File: config.mk
export PLATFORM = sky130hd
export DESIGN_NAME = smmh_ctrl
export DESIGN_NICKNAME = d
export VERILOG_FILES = /design/src/hw/rtl/smmh_pkg.sv /design/src/hw/rtl/smmh_ctrl.sv
export SDC_FILE = /design/constraint.sdc
export NUM_CORES = 1
export LEC_CHECK = 0
export ABC_AREA = 1
export BUFFER_PORTS_ARGS = -buffer_cell sky130_fd_sc_hd__buf_2
export CAP_MARGIN = 30
export CORE_MARGIN = 5
export CORE_UTILIZATION = 34
export DETAILED_ROUTE_END_ITERATION = 10
export MAX_ROUTING_LAYER = met4
export PLACE_DENSITY = 0.65
export SYNTH_ARGS = -nofsm -noshare
export SYNTH_HDL_FRONTEND = slang
export SYNTH_SLANG_ARGS = --single-unit
File: constraint.sdc
create_clock -name clk -period 1.23 [get_ports clk]
set_input_delay 0.1845 -clock clk [delete_from_list [all_inputs] [get_ports clk]]
set_output_delay 0.1845 -clock clk [all_outputs]
set_load 0.02 [all_outputs]
File: src/hw/rtl/smmh_pkg.sv
// ----------------------------------------------------------------------------
// Symmetric min-max heap package
// Shared constants and request, status and command codes.
// ----------------------------------------------------------------------------
package smmh_pkg;

  localparam int DefCapacity  = 1024;
  localparam int DefDataWidth = 32;
  localparam int ValueWidth   = 32;
  localparam int CountWidth   = 11;

  localparam logic [1:0] ReqInsert = 2'd0;
  localparam logic [1:0] ReqRemMin = 2'd1;
  localparam logic [1:0] ReqRemMax = 2'd2;

  localparam logic [1:0] StatOk    = 2'd0;
  localparam logic [1:0] StatEmpty = 2'd1;
  localparam logic [1:0] StatFull  = 2'd2;

  typedef enum logic [3:0] {
    CMD_NONE,
    CMD_LOAD,
    CMD_RD_A,
    CMD_RD_B,
    CMD_INS_SIB,
    CMD_INS_UP,
    CMD_INS_DONE,
    CMD_RM_START,
    CMD_RM_TOP,
    CMD_SINK_C1,
    CMD_SINK_C2,
    CMD_SINK_SIB,
    CMD_SINK_STEP,
    CMD_SINK_DONE,
    CMD_RESULT
  } cmd_t;

  typedef struct packed {
    logic full;
    logic empty;
    logic ins_sib;
    logic ins_go;
    logic ins_up_go;
    logic sink_go;
    logic c2_ok;
    logic sib_ok;
    logic cont;
  } stat_t;

endpackage

File: src/hw/rtl/smmh_ctrl.sv
// ----------------------------------------------------------------------------
// Symmetric min-max heap controller
// Sequences insert and removal walks and runs the request handshake.
// ----------------------------------------------------------------------------
module smmh_ctrl import smmh_pkg::*; (
  input  logic       clk,
  input  logic       rst_n,
  input  logic       in_valid,
  output logic       in_ready,
  input  logic [1:0] in_req_type,
  output logic       out_valid,
  input  logic       out_ready,
  input  stat_t      stat,
  output cmd_t       cmd
);

  typedef enum logic [3:0] {
    S_IDLE, S_DECIDE, S_I_SIB, S_I_CHK, S_I_UP, S_I_DONE,
    S_R_START, S_R_TOP, S_K_CHK, S_K_C2, S_K_STEP, S_K_SIB, S_K_DONE
  } state_t;

  state_t     state_r, state_nxt;
  logic       ov_r, ov_nxt;
  logic [1:0] req_r, req_nxt;

  assign in_ready  = (state_r == S_IDLE) && !ov_r;
  assign out_valid = ov_r;

  always_comb begin
    state_nxt = state_r; ov_nxt = ov_r; req_nxt = req_r; cmd = CMD_NONE;
    if (ov_r && out_ready) ov_nxt = 1'b0;
    case (state_r)
      S_IDLE: begin
        if (in_valid && in_ready) begin
          cmd = CMD_LOAD; req_nxt = in_req_type; state_nxt = S_DECIDE;
        end
      end
      S_DECIDE: begin
        state_nxt = S_IDLE; ov_nxt = 1'b1;
        if (req_r == ReqInsert && !stat.full) begin
          ov_nxt = 1'b0; cmd = CMD_RD_A; state_nxt = S_I_SIB;
        end else if ((req_r == ReqRemMin || req_r == ReqRemMax) && !stat.empty) begin
          ov_nxt = 1'b0; cmd = CMD_RD_A; state_nxt = S_R_START;
        end
      end
      S_I_SIB: begin cmd = CMD_INS_SIB; state_nxt = S_I_CHK; end
      S_I_CHK: begin
        if (stat.ins_go) begin
          cmd = CMD_RD_B; state_nxt = S_I_UP;
        end else begin
          state_nxt = S_I_DONE;
        end
      end
      S_I_UP: begin
        cmd = CMD_INS_UP;
        state_nxt = stat.ins_up_go ? S_I_CHK : S_I_DONE;
      end
      S_I_DONE: begin cmd = CMD_INS_DONE; state_nxt = S_IDLE; ov_nxt = 1'b1; end
      S_R_START: begin cmd = CMD_RM_START; state_nxt = S_R_TOP; end
      S_R_TOP: begin cmd = CMD_RM_TOP; state_nxt = S_K_CHK; end
      S_K_CHK: begin
        if (stat.sink_go) begin
          cmd = CMD_SINK_C1; state_nxt = S_K_C2;
        end else begin
          state_nxt = S_K_DONE;
        end
      end
      S_K_C2: begin cmd = CMD_SINK_C2; state_nxt = S_K_STEP; end
      S_K_STEP: begin
        if (stat.cont) begin
          cmd = CMD_SINK_STEP; state_nxt = S_K_SIB;
        end else begin
          state_nxt = S_K_DONE;
        end
      end
      S_K_SIB: begin cmd = CMD_SINK_SIB; state_nxt = S_K_CHK; end
      S_K_DONE: begin cmd = CMD_SINK_DONE; state_nxt = S_IDLE; ov_nxt = 1'b1; end
      default: state_nxt = S_IDLE;
    endcase
  end

  always_ff @(posedge clk) begin
    if (!rst_n) begin
      state_r <= S_IDLE; ov_r <= 1'b0; req_r <= ReqInsert;
    end else begin
      state_r <= state_nxt; ov_r <= ov_nxt; req_r <= req_nxt;
    end
  end

endmodule
==> metrics.csv, run 1 <==
metric,value,unit
die_x,51.3,µm
cap_violations,0,
dr.pass1.iters,4,
slew_headroom,0.844,
drt-total-wl,2250,µm
wl_per_cell,13.0,µm
clk_pin_slew,60,ps
hold_depth,3,
worstPathArrival,1340,ps
areaGrowthSynthToFinish,95.5,%
fin_ws,-297,ps
grt.total_usage,0.175,
num_vias,876,
num_antenna_cells,0,
portBuffers,17,
yosys_register_bits,7,
synthAdderAreaFrac,0.0216,
syn_area,581,µm²
antenna_left,0,
fillerInstances,139,
viasPerCell,5.06,
grt_pass1_wl,3320,µm
die_h,51.3,µm
htreeDepth,1,
p_total,1.75,mW
synth_flop_cell,dfxtp_1,
hp-class,input pin to flop,
rsz0062_at_grt,true,
muxShareOfSynthArea,0,
cellLeakagePower,0.603,nW
slew_viol_final,0,
finClkSkew,1.13,ps
hp-start,in_req_type[1],
cp.required,1050,ps
tightestPinTransition,234,ps
grt.overflow.total,0,
rrSetupSlack,-240,ps
hold_viol_final,0,
synth_xor_area_frac,0,
tritoncts,done,
startpoint_type,flop,
num_rows,15,
rr_worst_depth,11,
final_cell_mix,"30 x buf_4, 15 x nor2_1, 14 x inv_1",
synth_top_family_by_area,simple AND/OR/NAND/NOR gates,
criticalPathCategory,flop to output port,
synth_nets,120,
ys_types,15,
cts_inserted_buffers,3,
synth_compound_area_frac,0.0991,
synthSimpleGateAreaFrac,0.509,
globalplace.congestion,0.894,
r2r-start,state_r[2],
syn_area_per_cell,5.58,µm²
max_freq,0.655,GHz
drt_iter0_drc,16,
cp-end-kind,output port,
peakVddDrop,1020,µV
r2r_end,state_r[0],
drc,0,
yosys_warnings,0,
period_share,1.24,
hold_end,req_r[1],
crit_path_max_fanout,5,
final_common_cell,buf_4,
finalSetupViolCount,7,
cts.sinks,7,
power_density,1540,nW/µm²
grt_start_max_net_pins,7,
drive_gt1_frac,0.622,
fin_util,0.679,
initial_utilization,0.348,
antenna_found_initial,0,
grt_pass1_vias,828,
num_io_pins,21,
synthCells,104,
ys_seq_area_frac,0.241,
synth-edff-count,0,
core_area,1670,µm²
fin_nets,173,
violations,negative setup slack,
status,finished with violations,
clk_latency,260,ps
dieArea,2630,µm²
fin_crit,1530,ps
cts_buffer_depth,2,
cts_root_buffer,clkbuf_4,
dpl.hpwl,1350,µm
async_flop_share,0,
cells by family (layout without fill, tap and decap cells):
kind of cell    after synthesis  after routing
compound gates               10             10
fa+ha+maj                     1              1
flops                         7              7
buf+inv                      20             72
simple gates                 66             66
cells in the mapped netlist (2+ instances only):
cell type,n,area share
inv_1,20,0.13
nor2_1,22,0.14
a21oi_1,6,0.052
nor2_4,2,0.039
dfxtp_1,7,0.24
nand4_1,2,0.022
o21ai_0,2,0.017
nand3_1,12,0.10
nand2_1,25,0.16
worst max-delay path, cell delays in order (launching register included):
cell     delay [ps]
dfxtp_4         370
nor2_4          210
nand3_2         120
inv_2            80
nor2_4           40
nand4_1         110
buf_6           130
metal layers:
layer | vias to the layer above | global-route usage | wire length (µm)
li1 | 430 | - | -
met1 | 402 | 0.189 | 886
met2 | 37 | 0.320 | 1180
met3 | 7 | 0.0233 | 126
met4 | 0 | 0.0699 | 52
met5 | - | - | 0
state kept, by name, indices dropped and copies added, names as in the netlist:
signal,flops
state_r,4
req_r,2
out_valid,1
timing repair:
item	4_1_cts	5_1_grt
setup buffers	16	7
resized for setup	42	22
setup endpoints to repair	10	11
pin swaps	22	14
hold buffers	0	0
area by class of cell:
type | count | area [µm²] | share of cell area
multi-input combinational | 77 | 499 | 0.440
timing repair buffer | 48 | 353 | 0.311
sequential | 7 | 158 | 0.139
inverter | 20 | 77.6 | 0.0684
clock buffer | 4 | 26.3 | 0.0232
tap | 17 | 21.3 | 0.0187
stage by stage:
| stage | worst slack [ps] | cell area (µm²) | std cells | hold slack (ps) | setup TNS, ps |
|---|---|---|---|---|---|
| 5_1_grt | -344 | 1130 | 173 | 185 | -1980 |
| 4_1_cts | -268 | 1030 | 168 | 181 | -1520 |
| 6_report | -297 | 1130 | 173 | 179 | -1600 |
| 3_3_place_gp | -115 | 805 | 152 | 454 | -429 |
| 3_5_place_dp | -143 | 805 | 152 | 453 | -499 |
| 2_1_floorplan | -24.0 | 593 | 104 | 349 | -24.0 |
worst max-delay path by stage:
stage	start	endpoint	slack [ps]	cells after the start
floorplan	state_r[0]	cmd[0]	-20	5
global placement	req_r[0]	cmd[1]	-110	7
detailed placement	req_r[0]	cmd[1]	-140	7
CTS	req_r[1]	cmd[1]	-270	7
global route	state_r[2]	cmd[0]	-340	7
finish	state_r[0]	cmd[0]	-300	6
where the power goes:
| group | total, mW | internal, mW | switching [mW] |
|---|---|---|---|
| Sequential | 0.358 | 0.283 | 0.0747 |
| Combinational | 1.17 | 0.591 | 0.574 |
| Clock | 0.221 | 0.125 | 0.0968 |
| Total | 1.75 | 0.999 | 0.746 |
(Power assumes the default switching activity.)
==> run 2: changes to the inputs <==
REMOVE_ABC_BUFFERS = 1   (was unset)
==> metrics.csv, run 2 (synthesized netlist as in run 1, its figures left out) <==
metric,value,unit,change
status,finished with violations,,
violations,negative setup slack,,
finClkSkew,8.92,ps,+7.78 ps
ff_latch_area,158,µm²,unchanged
drive_gt1_frac,0.607,,-0.0151
slew_viol_final,0,,unchanged
seqPwrFrac,0.206,,about the same
grt_pass1_vias,788,,-4.8%
use_met1,0.194,,+0.00491
cp-end-kind,output port,,
power_switching,711,µW,-4.6%
grt.total_usage,0.163,,-0.0119
crit_path_end,cmd[0],,
cts_buffer_depth,2,,unchanged
dpl.hpwl,1380,µm,+2.9%
grtUsageMet3,0.0321,,+0.00875
finalSetupViolCount,10,,+3
r2r_end,out_valid,,
multi_input_area,482,µm²,-3.5%
fin_crit,1510,ps,-16.7 ps
p_int,993,µW,-0.68%
rsz0062_at_grt,true,,
cts.sinks,7,,unchanged
crit_path_start,state_r[1],,
grt.overflow.total,0,,unchanged
cap_violations,0,,unchanged
p_clk_frac,0.132,,+0.005
num_rows,15,,unchanged
cellLeakagePower,0.587,nW,-2.7%
largest_reg_flops,4,,unchanged
wl_per_cell,11.9,µm,-8.1%
dieArea,2630,µm²,unchanged
slew_headroom,0.814,,-0.0294
antenna_left,0,,unchanged
power_density,1580,nW/µm²,+2.7%
grtUsageMet2,0.262,,-0.0579
criticalPathCategory,flop to output port,,
tritoncts,done,,
period_share,1.23,,-0.0135
dp_worst_setup_slack,-97.9,ps,+45.2 ps
grt-busiest-layer,met2,,
final_cell_mix,"23 x buf_4, 17 x nor2_1, 14 x inv_1",,
drt-total-wl,1990,µm,-11%
power_frac_comb,0.663,,-0.005
fillerInstances,158,,+14%
antenna_found_initial,0,,unchanged
clk_pin_slew,60,ps,about the same
fin_ws,-281,ps,+16.7 ps
clk_latency,260,ps,about the same
areaGrowthSynthToFinish,85.8,%,
dr.pass1.iters,4,,unchanged
grt_start_max_net_pins,7,,unchanged
initial_utilization,0.348,,unchanged
globalplace.congestion,0.921,,+3.0%
cts_inserted_buffers,3,,unchanged
r2r-start,req_r[1],,
grt_pass1_wl,3140,µm,-5.4%
top_register,state_r,,
htreeDepth,1,,unchanged
crit_path_max_fanout,6,,+1
viasPerCell,4.96,,-2.0%
hp-class,input pin to flop,,
max_freq,0.662,GHz,+1.1%
drt_iter0_drc,22,,+6
hold_viol_final,0,,unchanged
startpoint_type,flop,,
core_area,1670,µm²,unchanged
final_common_cell,buf_4,,
num_vias,829,,-5.4%
num_io_pins,21,,unchanged
die_x,51.3,µm,unchanged
fin_nets,167,,-3.5%
worstPathArrival,1330,ps,about the same
cp.required,1050,ps,about the same
switching_share,0.418,,-0.00987
drc,0,,unchanged
rrSetupSlack,-80,ps,+160 ps
cts_hold_buf,0,,unchanged
portBuffers,17,,unchanged
fin_area,1080,µm²,-5.0%
peakVddDrop,945,µV,-7.0%
cts_root_buffer,clkbuf_4,,
placed_area,800,µm²,-0.62%
die_h,51.3,µm,unchanged
rr_worst_depth,9,,-2
num_antenna_cells,0,,unchanged
tightestPinTransition,278,ps,+44.1 ps
run 2: worst min path at each step:
stage | cells past startpoint | startpoint | endpoint | slack [ps]
6_report | 3 | in_req_type[0] | req_r[0] | 190
5_1_grt | 3 | in_req_type[0] | req_r[0] | 190
4_1_cts | 3 | in_req_type[0] | req_r[0] | 190
3_5_place_dp | 2 | req_r[0] | req_r[0] | 460
2_1_floorplan | 2 | in_req_type[0] | req_r[0] | 350
3_3_place_gp | 2 | req_r[1] | req_r[1] | 450
run 2: what timing repair did:
item,4_1_cts,5_1_grt
endpoints found under the setup margin,7,10
pin swaps,7,11
setup buffers,6,6
gates resized for setup,41,23
run 2: layout make-up:
cell class,count,area share
flip-flops and latches,7,0.146
well taps,17,0.0197
repair buffers,42,0.289
multi-input cells,77,0.447
clock buffers,4,0.0244
inverters,20,0.0742
run 2: stage by stage:
stage	instances	hold slack (ps)	TNS (ps)	utilization	total power, mW
after global routing	167	190	-2270	0.646	1.83
after floorplan	104	349	-79.3	-	0.782
after CTS	163	189	-1380	0.585	1.54
final	167	190	-1550	0.646	1.70
after global placement	153	455	-389	0.479	1.07
after detailed placement	153	460	-342	0.479	1.08
run 2: metal layers:
metal / up-vias / share of wire
met5: - / 0
met4: 0 / 0.025
met3: 7 / 0.065
met2: 30 / 0.49
met1: 374 / 0.41
li1: 418 / -
run 2: critical path, stage by stage (launching register included):
cell and delay, ps:
dfxtp_4 360, nor2_4 220, nand2_4 80, nor2_4 100, nand2_2 60, nand4_1 100
buf_6 130
run 2: power by group through the flow:
stage | registers (mW) | logic, mW | clock network [mW]
4_1_cts | 0.344 | 0.966 | 0.226
2_1_floorplan | 0.334 | 0.448 | 0
5_1_grt | 0.362 | 1.22 | 0.247
6_report | 0.351 | 1.13 | 0.224
3_5_place_dp | 0.333 | 0.748 | 0
3_3_place_gp | 0.333 | 0.741 | 0
